**config.mk**
```make
export PLATFORM = sky130hd
export DESIGN_NAME = extended_instruction_pair_decoder
export DESIGN_NICKNAME = d
export VERILOG_FILES = /design/src/hdl/eipd_pkg.sv /design/src/hdl/extended_instruction_pair_decoder.sv
export SDC_FILE = /design/constraint.sdc
export NUM_CORES = 1
export LEC_CHECK = 0
export CORE_ASPECT_RATIO = 0.6
export CORE_MARGIN = 5
export CORE_UTILIZATION = 45
export CTS_CLUSTER_SIZE = 24
export DETAILED_ROUTE_END_ITERATION = 10
export DONT_BUFFER_PORTS = 1
export PLACE_DENSITY = 0.71
export SLEW_MARGIN = 0
export SYNTH_ARGS = -nofsm -noshare
export SYNTH_HDL_FRONTEND = slang
export SYNTH_SLANG_ARGS = --single-unit
```
**constraint.sdc**
```tcl
create_clock -name clk -period 3.3 [get_ports clk]
set_clock_uncertainty 0.2 [all_clocks]
set_input_delay 0.33 -clock clk [delete_from_list [all_inputs] [get_ports clk]]
set_output_delay 0.33 -clock clk [all_outputs]
set_load 0.02 [all_outputs]
```
**src/hdl/eipd_pkg.sv**
```systemverilog
// Package for the extended instruction pair decoder.
// Holds the bank offset, the group, sub-op, mnemonic, operand-form and handler codes,
// and the register-bank helper. It depends on nothing.
`default_nettype none

package eipd_pkg;

	// Offset added to a register nibble when its bank bit is set.
	localparam logic [4:0] HIGH_BANK_OFFSET = 5'd16;

	// Groups, taken from the top nibble of the main word.
	localparam logic [3:0] GRP_IDX_MEM  = 4'h0;
	localparam logic [3:0] GRP_ST_D4    = 4'h1;
	localparam logic [3:0] GRP_ST_DISP  = 4'h2;
	localparam logic [3:0] GRP_CMP_ALU  = 4'h3;
	localparam logic [3:0] GRP_SHIFT    = 4'h4;
	localparam logic [3:0] GRP_LD_D4    = 4'h5;
	localparam logic [3:0] GRP_LD_DISP  = 4'h6;
	localparam logic [3:0] GRP_ADD_IMM  = 4'h7;
	localparam logic [3:0] GRP_MOV_IMM  = 4'hE;

	// Sub-op codes, taken from the low nibble of the main word.
	localparam logic [3:0] SUB_FST      = 4'h4;
	localparam logic [3:0] SUB_FLD      = 4'h6;
	localparam logic [3:0] SUB_AND      = 4'h9;
	localparam logic [3:0] SUB_XOR      = 4'hA;
	localparam logic [3:0] SUB_OR       = 4'hB;
	localparam logic [3:0] SUB_MUL      = 4'hE;
	localparam logic [3:0] SUB_MUL_NEG  = 4'hF;
	localparam logic [3:0] SUB_CMP_EQ   = 4'h0;
	localparam logic [3:0] SUB_CMP_HS   = 4'h2;
	localparam logic [3:0] SUB_CMP_GE   = 4'h3;
	localparam logic [3:0] SUB_CMP_HI   = 4'h6;
	localparam logic [3:0] SUB_CMP_GT   = 4'h7;
	localparam logic [3:0] SUB_ALU_SUB  = 4'h8;
	localparam logic [3:0] SUB_ALU_AND  = 4'h9;
	localparam logic [3:0] SUB_ALU_ADD  = 4'hC;
	localparam logic [3:0] SUB_SHAD     = 4'hC;
	localparam logic [3:0] SUB_SHLD     = 4'hD;
	localparam logic [3:0] SUB_NONE     = 4'hF;

	// Mnemonic codes.
	localparam logic [4:0] MN_MOVB  = 5'd0;
	localparam logic [4:0] MN_MOVL  = 5'd2;
	localparam logic [4:0] MN_MOVQ  = 5'd3;
	localparam logic [4:0] MN_MOVUB = 5'd4;
	localparam logic [4:0] MN_FMOVS = 5'd7;
	localparam logic [4:0] MN_AND   = 5'd8;
	localparam logic [4:0] MN_XOR   = 5'd9;
	localparam logic [4:0] MN_OR    = 5'd10;
	localparam logic [4:0] MN_MULL  = 5'd11;
	localparam logic [4:0] MN_CMPEQ = 5'd12;
	localparam logic [4:0] MN_SUB   = 5'd22;
	localparam logic [4:0] MN_ADD   = 5'd23;
	localparam logic [4:0] MN_SHAD  = 5'd24;
	localparam logic [4:0] MN_SHLD  = 5'd25;
	localparam logic [4:0] MN_LEAB  = 5'd26;
	localparam logic [4:0] MN_MOV   = 5'd30;

	// Operand forms.
	localparam logic [2:0] FORM_ST_IDX  = 3'd0;
	localparam logic [2:0] FORM_LD_IDX  = 3'd1;
	localparam logic [2:0] FORM_ST_DISP = 3'd2;
	localparam logic [2:0] FORM_LD_DISP = 3'd3;
	localparam logic [2:0] FORM_RIR     = 3'd4;
	localparam logic [2:0] FORM_RI      = 3'd5;

	// Handler codes.
	localparam logic [5:0] HD_ST_IDX_B  = 6'd0;
	localparam logic [5:0] HD_ST_IDX_L  = 6'd2;
	localparam logic [5:0] HD_ST_IDX_Q  = 6'd3;
	localparam logic [5:0] HD_LD_IDX_B  = 6'd4;
	localparam logic [5:0] HD_LD_IDX_L  = 6'd8;
	localparam logic [5:0] HD_LD_IDX_Q  = 6'd10;
	localparam logic [5:0] HD_ST_DISP_B = 6'd11;
	localparam logic [5:0] HD_FST_DISP  = 6'd15;
	localparam logic [5:0] HD_FLD_DISP  = 6'd16;
	localparam logic [5:0] HD_AND_RIR   = 6'd17;
	localparam logic [5:0] HD_XOR_RIR   = 6'd18;
	localparam logic [5:0] HD_OR_RIR    = 6'd19;
	localparam logic [5:0] HD_MUL_RIR   = 6'd20;
	localparam logic [5:0] HD_CMP_EQ    = 6'd21;
	localparam logic [5:0] HD_SUB_RIR   = 6'd31;
	localparam logic [5:0] HD_ADD_RIR   = 6'd32;
	localparam logic [5:0] HD_SHAD      = 6'd33;
	localparam logic [5:0] HD_SHLD      = 6'd34;
	localparam logic [5:0] HD_LD_DISP_B = 6'd35;
	localparam logic [5:0] HD_LEA_DISP  = 6'd39;
	localparam logic [5:0] HD_LDU_DISP  = 6'd40;
	localparam logic [5:0] HD_ADD_RI    = 6'd43;
	localparam logic [5:0] HD_MOV_RI    = 6'd44;
	localparam logic [5:0] HD_MAX       = 6'd44;

	// Register number of a nibble, moved to the high bank when its bank bit is set.
	function automatic logic [4:0] bank_reg(input logic [3:0] nib, input logic hi);
		return hi ? (5'(nib) + HIGH_BANK_OFFSET) : 5'(nib);
	endfunction

endpackage

`default_nettype wire

```
**src/hdl/extended_instruction_pair_decoder.sv**
```systemverilog
// Top level of the extended instruction pair decoder.
// Registers a prefix/main word pair, decodes it, and registers the result.
// Depends on eipd_pkg.
`default_nettype none

// The decoder takes one instruction pair per clock: busy is always low, so a
// request is taken at every edge where start is high. Each request gives one
// result, shown for one cycle with done high; the path is an input register,
// one level of decode logic and a result register. Results come in request
// order and the receiver cannot stall them, so it must take each one in the
// cycle done is high. Between results the output ports hold the last result.
module extended_instruction_pair_decoder (
	input  wire logic                clk,
	input  wire logic                arst_n,
	input  wire logic                start,
	output logic                     busy,
	input  wire logic [15:0]         prefix_word,
	input  wire logic [15:0]         main_word,
	output logic                     done,
	output logic                     decoded,
	output logic [4:0]               mnemonic,
	output logic [2:0]               operand_form,
	output logic [5:0]               handler,
	output logic [4:0]               dest_reg,
	output logic [4:0]               src_reg,
	output logic [4:0]               index_reg,
	output logic signed [13:0]       immediate
);
	import eipd_pkg::*;

	logic        valid_s1;
	logic [15:0] prefix_s1;
	logic [15:0] main_s1;

	logic        dec_c;
	logic [4:0]  mn_c;
	logic [2:0]  fm_c;
	logic [5:0]  hd_c;
	logic [4:0]  rd_c;
	logic [4:0]  rs_c;
	logic [4:0]  rx_c;
	logic [13:0] imm_c;

	logic [3:0]  grp;
	logic [3:0]  sub;
	logic [3:0]  n1;
	logic [3:0]  n2;
	logic [1:0]  s;
	logic [2:0]  k;
	logic [4:0]  rx_idx;

	// The decoder never holds off a request.
	assign busy = 1'b0;

	// Input register.
	always_ff @(posedge clk or negedge arst_n) begin
		if (!arst_n) begin
			valid_s1 <= 1'b0;
		end else begin
			valid_s1 <= start;
		end
	end

	always_ff @(posedge clk) begin
		if (start) begin
			prefix_s1 <= prefix_word;
			main_s1   <= main_word;
		end
	end

	// Fields of the main word.
	assign grp    = main_s1[15:12];
	assign n1     = main_s1[11:8];
	assign n2     = main_s1[7:4];
	assign sub    = main_s1[3:0];
	assign s      = main_s1[1:0];
	assign rx_idx = bank_reg(prefix_s1[3:0], prefix_s1[4]);

	// Compare sub-op to its dense index.
	always_comb begin
		case (sub)
			SUB_CMP_EQ: k = 3'd0;
			SUB_CMP_HS: k = 3'd1;
			SUB_CMP_GE: k = 3'd2;
			SUB_CMP_HI: k = 3'd3;
			SUB_CMP_GT: k = 3'd4;
			default:    k = 3'd0;
		endcase
	end

	// Decode of one pair; fields a case does not set stay zero.
	always_comb begin
		dec_c = 1'b0;
		mn_c  = '0;
		fm_c  = '0;
		hd_c  = '0;
		rd_c  = '0;
		rs_c  = '0;
		rx_c  = '0;
		imm_c = '0;
		case (grp)
			GRP_IDX_MEM: begin
				if (sub[2]) begin
					rd_c = bank_reg(n1, prefix_s1[6]);
					rs_c = bank_reg(n2, prefix_s1[5]);
					rx_c = rx_idx;
					if (rx_idx != 5'd0) begin
						dec_c = 1'b1;
						mn_c  = MN_MOVB + 5'(s);
						if (!sub[3]) begin
							fm_c = FORM_ST_IDX;
							hd_c = HD_ST_IDX_B + 6'(s);
						end else begin
							fm_c = FORM_LD_IDX;
							hd_c = HD_LD_IDX_B + {3'd0, s, 1'b0};
							if (prefix_s1[7] && (s != 2'd3)) begin
								mn_c = MN_MOVUB + 5'(s);
								hd_c = HD_LD_IDX_B + {3'd0, s, 1'b1};
							end
						end
					end
				end
			end
			GRP_ST_D4, GRP_LD_D4: begin
				rd_c  = bank_reg(n1, prefix_s1[6]);
				rs_c  = bank_reg(n2, prefix_s1[5]);
				rx_c  = bank_reg(sub, prefix_s1[4]);
				imm_c = {8'd0, prefix_s1[3:0], 2'b00};
				if (bank_reg(sub, prefix_s1[4]) != 5'd0) begin
					dec_c = 1'b1;
					mn_c  = MN_MOVL;
					fm_c  = (grp == GRP_ST_D4) ? FORM_ST_IDX : FORM_LD_IDX;
					hd_c  = (grp == GRP_ST_D4) ? HD_ST_IDX_L : HD_LD_IDX_L;
					if (prefix_s1[7]) begin
						imm_c = {7'd0, prefix_s1[3:0], 3'b000};
						mn_c  = MN_MOVQ;
						hd_c  = (grp == GRP_ST_D4) ? HD_ST_IDX_Q : HD_LD_IDX_Q;
					end
				end
			end
			GRP_ST_DISP: begin
				if (!(sub inside {4'h5, 4'h7, 4'h8, 4'hC, 4'hD})) begin
					rd_c  = bank_reg(n1, prefix_s1[7]);
					rs_c  = bank_reg(n2, prefix_s1[6]);
					dec_c = 1'b1;
					if (sub inside {[4'h0:4'h3]}) begin
						imm_c = 14'({8'd0, prefix_s1[5:0]} << s);
						mn_c  = MN_MOVB + 5'(s);
						fm_c  = FORM_ST_DISP;
						hd_c  = HD_ST_DISP_B + 6'(s);
					end else if ((sub == SUB_FST) || (sub == SUB_FLD)) begin
						imm_c = {6'd0, prefix_s1[5:0], 2'b00};
						mn_c  = MN_FMOVS;
						fm_c  = (sub == SUB_FST) ? FORM_ST_DISP : FORM_LD_DISP;
						hd_c  = (sub == SUB_FST) ? HD_FST_DISP : HD_FLD_DISP;
					end else begin
						imm_c = {8'd0, prefix_s1[5:0]};
						fm_c  = FORM_RIR;
						case (sub)
							SUB_AND: begin
								mn_c = MN_AND;
								hd_c = HD_AND_RIR;
							end
							SUB_XOR: begin
								mn_c = MN_XOR;
								hd_c = HD_XOR_RIR;
							end
							SUB_OR: begin
								mn_c = MN_OR;
								hd_c = HD_OR_RIR;
							end
							SUB_MUL_NEG: begin
								mn_c  = MN_MULL;
								hd_c  = HD_MUL_RIR;
								imm_c = {8'hFF, prefix_s1[5:0]};
							end
							default: begin
								mn_c = MN_MULL;
								hd_c = HD_MUL_RIR;
							end
						endcase
					end
				end
			end
			GRP_CMP_ALU: begin
				if (sub inside {SUB_CMP_EQ, SUB_CMP_HS, SUB_CMP_GE, SUB_CMP_HI,
						SUB_CMP_GT}) begin
					// Ten-bit immediate from the prefix and the second nibble.
					imm_c = {{4{prefix_s1[5]}}, prefix_s1[5:0], n2};
					rd_c  = bank_reg(n1, prefix_s1[6]);
					dec_c = 1'b1;
					fm_c  = FORM_RI;
					mn_c  = MN_CMPEQ + {1'b0, k, prefix_s1[7]};
					hd_c  = HD_CMP_EQ + {2'd0, k, prefix_s1[7]};
				end else if (sub inside {SUB_ALU_SUB, SUB_ALU_AND, SUB_ALU_ADD}) begin
					rd_c  = bank_reg(n1, prefix_s1[7]);
					rs_c  = bank_reg(n2, prefix_s1[6]);
					imm_c = {8'd0, prefix_s1[5:0]};
					dec_c = 1'b1;
					fm_c  = FORM_RIR;
					case (sub)
						SUB_ALU_SUB: begin
							mn_c = MN_SUB;
							hd_c = HD_SUB_RIR;
						end
						SUB_ALU_AND: begin
							mn_c  = MN_AND;
							hd_c  = HD_AND_RIR;
							imm_c = {8'hFF, prefix_s1[5:0]};
						end
						default: begin
							mn_c = MN_ADD;
							hd_c = HD_ADD_RIR;
						end
					endcase
				end
			end
			GRP_SHIFT: begin
				if ((sub == SUB_SHAD) || (sub == SUB_SHLD)) begin
					rd_c  = bank_reg(n1, prefix_s1[7]);
					rs_c  = bank_reg(n2, prefix_s1[6]);
					imm_c = {{8{prefix_s1[5]}}, prefix_s1[5:0]};
					dec_c = 1'b1;
					fm_c  = FORM_RIR;
					mn_c  = (sub == SUB_SHAD) ? MN_SHAD : MN_SHLD;
					hd_c  = (sub == SUB_SHAD) ? HD_SHAD : HD_SHLD;
				end
			end
			GRP_LD_DISP: begin
				if (sub != SUB_NONE) begin
					dec_c = 1'b1;
					if (sub inside {[4'h4:4'h7]}) begin
						// Indexed address computation.
						rd_c = bank_reg(n1, prefix_s1[6]);
						rs_c = bank_reg(n2, prefix_s1[5]);
						rx_c = rx_idx;
						mn_c = MN_LEAB + 5'(s);
						fm_c = FORM_LD_IDX;
						hd_c = HD_LD_IDX_B + {3'd0, s, 1'b0};
					end else begin
						rd_c  = bank_reg(n1, prefix_s1[7]);
						rs_c  = bank_reg(n2, prefix_s1[6]);
						fm_c  = FORM_LD_DISP;
						imm_c = 14'({8'd0, prefix_s1[5:0]} << s);
						if (sub inside {[4'h0:4'h3]}) begin
							mn_c = MN_MOVB + 5'(s);
							hd_c = HD_LD_DISP_B + 6'(s);
						end else if (sub inside {[4'h8:4'hB]}) begin
							mn_c = MN_LEAB + 5'(s);
							hd_c = HD_LEA_DISP;
						end else begin
							mn_c = MN_MOVUB + 5'(s);
							hd_c = HD_LDU_DISP + 6'(s);
						end
					end
				end
			end
			GRP_ADD_IMM, GRP_MOV_IMM: begin
				// Fourteen-bit immediate; prefix bit 6 set is rejected.
				imm_c = {prefix_s1[5:0], main_s1[7:0]};
				rd_c  = bank_reg(n1, prefix_s1[7]);
				if (!prefix_s1[6]) begin
					dec_c = 1'b1;
					fm_c  = FORM_RI;
					mn_c  = (grp == GRP_ADD_IMM) ? MN_ADD : MN_MOV;
					hd_c  = (grp == GRP_ADD_IMM) ? HD_ADD_RI : HD_MOV_RI;
				end
			end
			default: begin
				dec_c = 1'b0;
			end
		endcase
	end

	// Result register and strobe.
	always_ff @(posedge clk or negedge arst_n) begin
		if (!arst_n) begin
			done <= 1'b0;
		end else begin
			done <= valid_s1;
		end
	end

	always_ff @(posedge clk) begin
		if (valid_s1) begin
			decoded      <= dec_c;
			mnemonic     <= mn_c;
			operand_form <= fm_c;
			handler      <= hd_c;
			dest_reg     <= rd_c;
			src_reg      <= rs_c;
			index_reg    <= rx_c;
			immediate    <= signed'(imm_c);
		end
	end

`ifndef SYNTHESIS
	// Every request yields exactly one result, through the input and result registers.
	a_two_cycle: assert property (@(posedge clk) disable iff (!arst_n)
		start |=> ##1 done)
		else $error("request did not produce a result after two cycles");

	// A result strobe always traces back to a request.
	a_no_spurious: assert property (@(posedge clk) disable iff (!arst_n)
		done |-> $past(valid_s1))
		else $error("result strobe without a request");

	// Rejected encodings carry no operation codes.
	a_reject_zero: assert property (@(posedge clk) disable iff (!arst_n)
		(done && !decoded) |-> (mnemonic == MN_MOVB && operand_form == FORM_ST_IDX &&
			handler == HD_ST_IDX_B))
		else $error("rejected encoding carries operation codes");

	// Decoded operations stay within the dense code ranges.
	a_code_range: assert property (@(posedge clk) disable iff (!arst_n)
		(done && decoded) |-> (handler <= HD_MAX && operand_form <= FORM_RI &&
			mnemonic <= MN_MOV))
		else $error("decoded codes out of range");

	// An indexed store is only decoded with a nonzero index register.
	a_idx_nonzero: assert property (@(posedge clk) disable iff (!arst_n)
		(done && decoded && operand_form == FORM_ST_IDX) |-> (index_reg != 5'd0))
		else $error("indexed store decoded with zero index register");
`endif

endmodule

`default_nettype wire
```
==> results.md <==
* Clock Pin Slew Worst Setup and Hold Paths at roughly 0.05 ns
* Num Clock Sinks at 70
* Final Max Tran Viols at 0
* Num CTS Buffers at 9
* Initial core utilization at ~47%
* Crit path time final at 2.991 ns
* Die area at between 0.01 and 0.015 sq mm
* Setup crit end kind: register
* Critical path depth at 7
* 1st-iter DRT viols at approximately 660
* Top-level port count at a little over 80
* Gpl congestion at about 0.97
* Post-CTS Resized at 0
* Setup bufs post-CTS at 0
* Highest clock rate at around 330 MHz
* Layout cell share with drive strength beyond 1 at a little over an eighth
* Nets at 497
* Number of flip-flops in the largest register at 16
* WL/cell at 22.93 um
* Synthesized area per cell at about 10 sq um
* CTS tree: done
* Arrival @ worst endpoint at ~2.9 ns
* Synthesized flop and latch total at 70
* Largest net degree at the start of global routing at 46
* Max incr delay on CP at 0.55 ns
* Rows at 27
* Area delta synth->final at 16.78%
* Critical Path RT at between 3 and 4 ns
* Post-detail-place hpwl at 9704 um
* Outcome: finished clean
* Worst Setup SP: main_s1[1]
* Synth warnings at 0
* Critical path cell sequence: inv_1 > ha_1 > nand3b_1 > nand2_1 > mux2i_1 > o221ai_1 > a211o_1
* RSZ-0062 raised after global routing: no
* Finished Layout Cells at 581
* Synth cell types at 75
* Vias in the first global route at 3396
* Die width at between 100 and 150 um
* Worst Setup EP: immediate[5]
* Top delay family on crit path: simple AND/OR/NAND/NOR gates
* Worst skew pair latency at between 0.3 and 0.4 ns
* Reg2reg path depth at 7
* Hold crit path type: in -> async
* Max-cap viol count at 0
* Leak at ~1.9 nW
* Gr ovfl total at 0
* Largest regs: main_s1: 16 flops, immediate: 14 flops, prefix_s1: 8 flops
* Largest Register: main_s1
* Remaining antenna violation count after routing at 0
* Die Ht at 85.88 um
* Global-route wire length before repair at approximately 20000 um
* Synth Cell Area at around 0.0043 sq mm
* Main synth FF type: edfxtp_1
* Drt via density at about 6.4
* Post-synth EDFFs at between 60 and 70
* Deepest clock path buffer count at 2
* Endpoints failing setup at 0
* R2R Setup Slk at approximately 0.31 ns
* Seq/Total Area, Yosys at 48.45%
* Worst Path Max Fanout at 15
* Power density over the cells at between 500 and 600 mW/mm^2
* Post-placement cell area at around 0.0045 sq mm
* Final hold vios at 0
* Final instance area at ~0.005 sq mm
* Via count at approximately 3700
* Overall routed net length at roughly 13000 um
* Total power at about 0.0026 W
* FF-to-FF Start: main_s1[1]
* Initial antenna violation count at 0
* Root Driver: clkbuf_16
* R2r endpoint: immediate[5]
* Asr flop ratio synth at ~2.9%
* Inserted Diodes at 0
* CTS hold repair buffers at 26
* Slew @ Worst Pin at ~1.2 ns
* Setup crit start kind: register
* Core box area at slightly above 0.009 sq mm
* H-Tree Depth at 3
* CP Class: reg -> reg
* Worst-path cell with the longest stage delay: ha_1
* Cells after Synth at roughly 420
* Tcrit/Tclk final at about 91%
* Worst vdd ir at around 0.3 mV
* Gr usage total at 22.99%
* Final setup TNS at 0 ns
* 1st-pass router iterations at 6
* Syn_nets at roughly 470
* Remaining DRCs at 0
* Slew HR at just over 20%
* Placed cells at ~540
* Port bufs at 0
* CP bufs+invs at 1
==> power breakdown <==
group	leakage (nW)	switching (W)	total, W	internal, W
Combinational	1.05	0.000248	0.000405	0.000158
Clock	0.140	0.000355	0.000941	0.000586
Sequential	0.678	0.000153	0.00124	0.00108
==> metrics by stage <==
step	setup slack (ns)	hold WS [ns]	util, %
3_5_place_dp	0.3985	-0.1655	48.50
6_report	0.3086	0.02243	54.47
3_3_place_gp	0.4158	-0.1655	48.50
5_1_grt	0.1697	0.01045	54.47
2_1_floorplan	0.6801	-0.1656	-
4_1_cts	0.3862	0.01117	54.47
==> layout by cell type (no fill, tap or decap), drive strengths merged, types with 3 or more instances in the layout <==
master,synthesis,final
mux2i,7,7
a22oi,5,5
a221o,3,3
a31oi,4,4
inv,10,10
a22o,5,5
clkinv,0,3
buf,23,25
a21oi,28,28
nand3,11,11
clkbuf,9,11
a221oi,5,5
edfxtp,68,68
or4b,3,3
a211oi,5,5
o21a,3,3
nand4,7,7
nand2,54,54
o21ai,34,34
mux2,4,4
o211ai,4,4
o221ai,4,4
nor4b,3,3
a211o,3,3
o2111ai,5,5
dlygate4sd3,0,26
nor2b,10,10
nor2,22,22
and2,8,8
nand2b,4,4
ha,15,15
nor3,12,12
==> cells by family after synthesis <==
kind of cell | after synthesis | share of synthesized area [%]
simple gates | 151 | 19.07
flops | 70 | 48.45
compound gates | 123 | 19.47
buf+inv | 42 | 5.042
other cells | 1 | 0.08685
fa+ha+maj | 16 | 4.810
mux | 11 | 2.666
xor+xnor | 2 | 0.4058
==> synthesized netlist by cell type, types with 5 or more instances <==
| cell type | count | area [sq um] |
|---|---|---|
| a21oi_1 | 27 | 135.1 |
| a221oi_1 | 5 | 43.79 |
| a22o_1 | 5 | 43.79 |
| a22oi_1 | 5 | 37.54 |
| and2_1 | 7 | 43.79 |
| buf_2 | 15 | 75.07 |
| clkbuf_1 | 9 | 33.78 |
| edfxtp_1 | 68 | 2042 |
| ha_1 | 15 | 187.7 |
| inv_1 | 10 | 37.54 |
| mux2i_1 | 7 | 70.07 |
| nand2_1 | 52 | 195.2 |
| nand3_1 | 11 | 55.05 |
| nand4_1 | 5 | 31.28 |
| nor2_1 | 21 | 78.83 |
| nor2b_1 | 10 | 62.56 |
| nor3_1 | 11 | 55.05 |
| o2111ai_1 | 5 | 43.79 |
| o21ai_0 | 28 | 140.1 |
| o21ai_1 | 6 | 30.03 |
==> layout make-up <==
type | count | area (sq um)
clock buffers | 11 | 232.7
clock inverters | 5 | 60.06
fillers | 811 | 4214
inverters | 10 | 37.54
multi-input cells | 304 | 2008
flip-flops and latches | 70 | 2093
well taps | 130 | 162.7
repair buffers | 51 | 447.9
==> metal layers <==
metal	up-vias	wire length, um	global-route usage (%)	share of wire (%)
li1	1635	-	-	-
met1	1759	6114	34.96	46
met2	276	5070	30.25	38
met3	24	1976	9.261	15
met4	0	160	4.849	1.2
met5	-	0	0	0
==> worst min path at each step <==
stage,cells past startpoint,startpoint,endpoint
2_1_floorplan,0,arst_n,done
3_5_place_dp,0,arst_n,done
5_1_grt,1,arst_n,done
3_3_place_gp,0,arst_n,done
6_report,1,arst_n,done
4_1_cts,1,arst_n,done
Power figures use the tool's default switching activity.
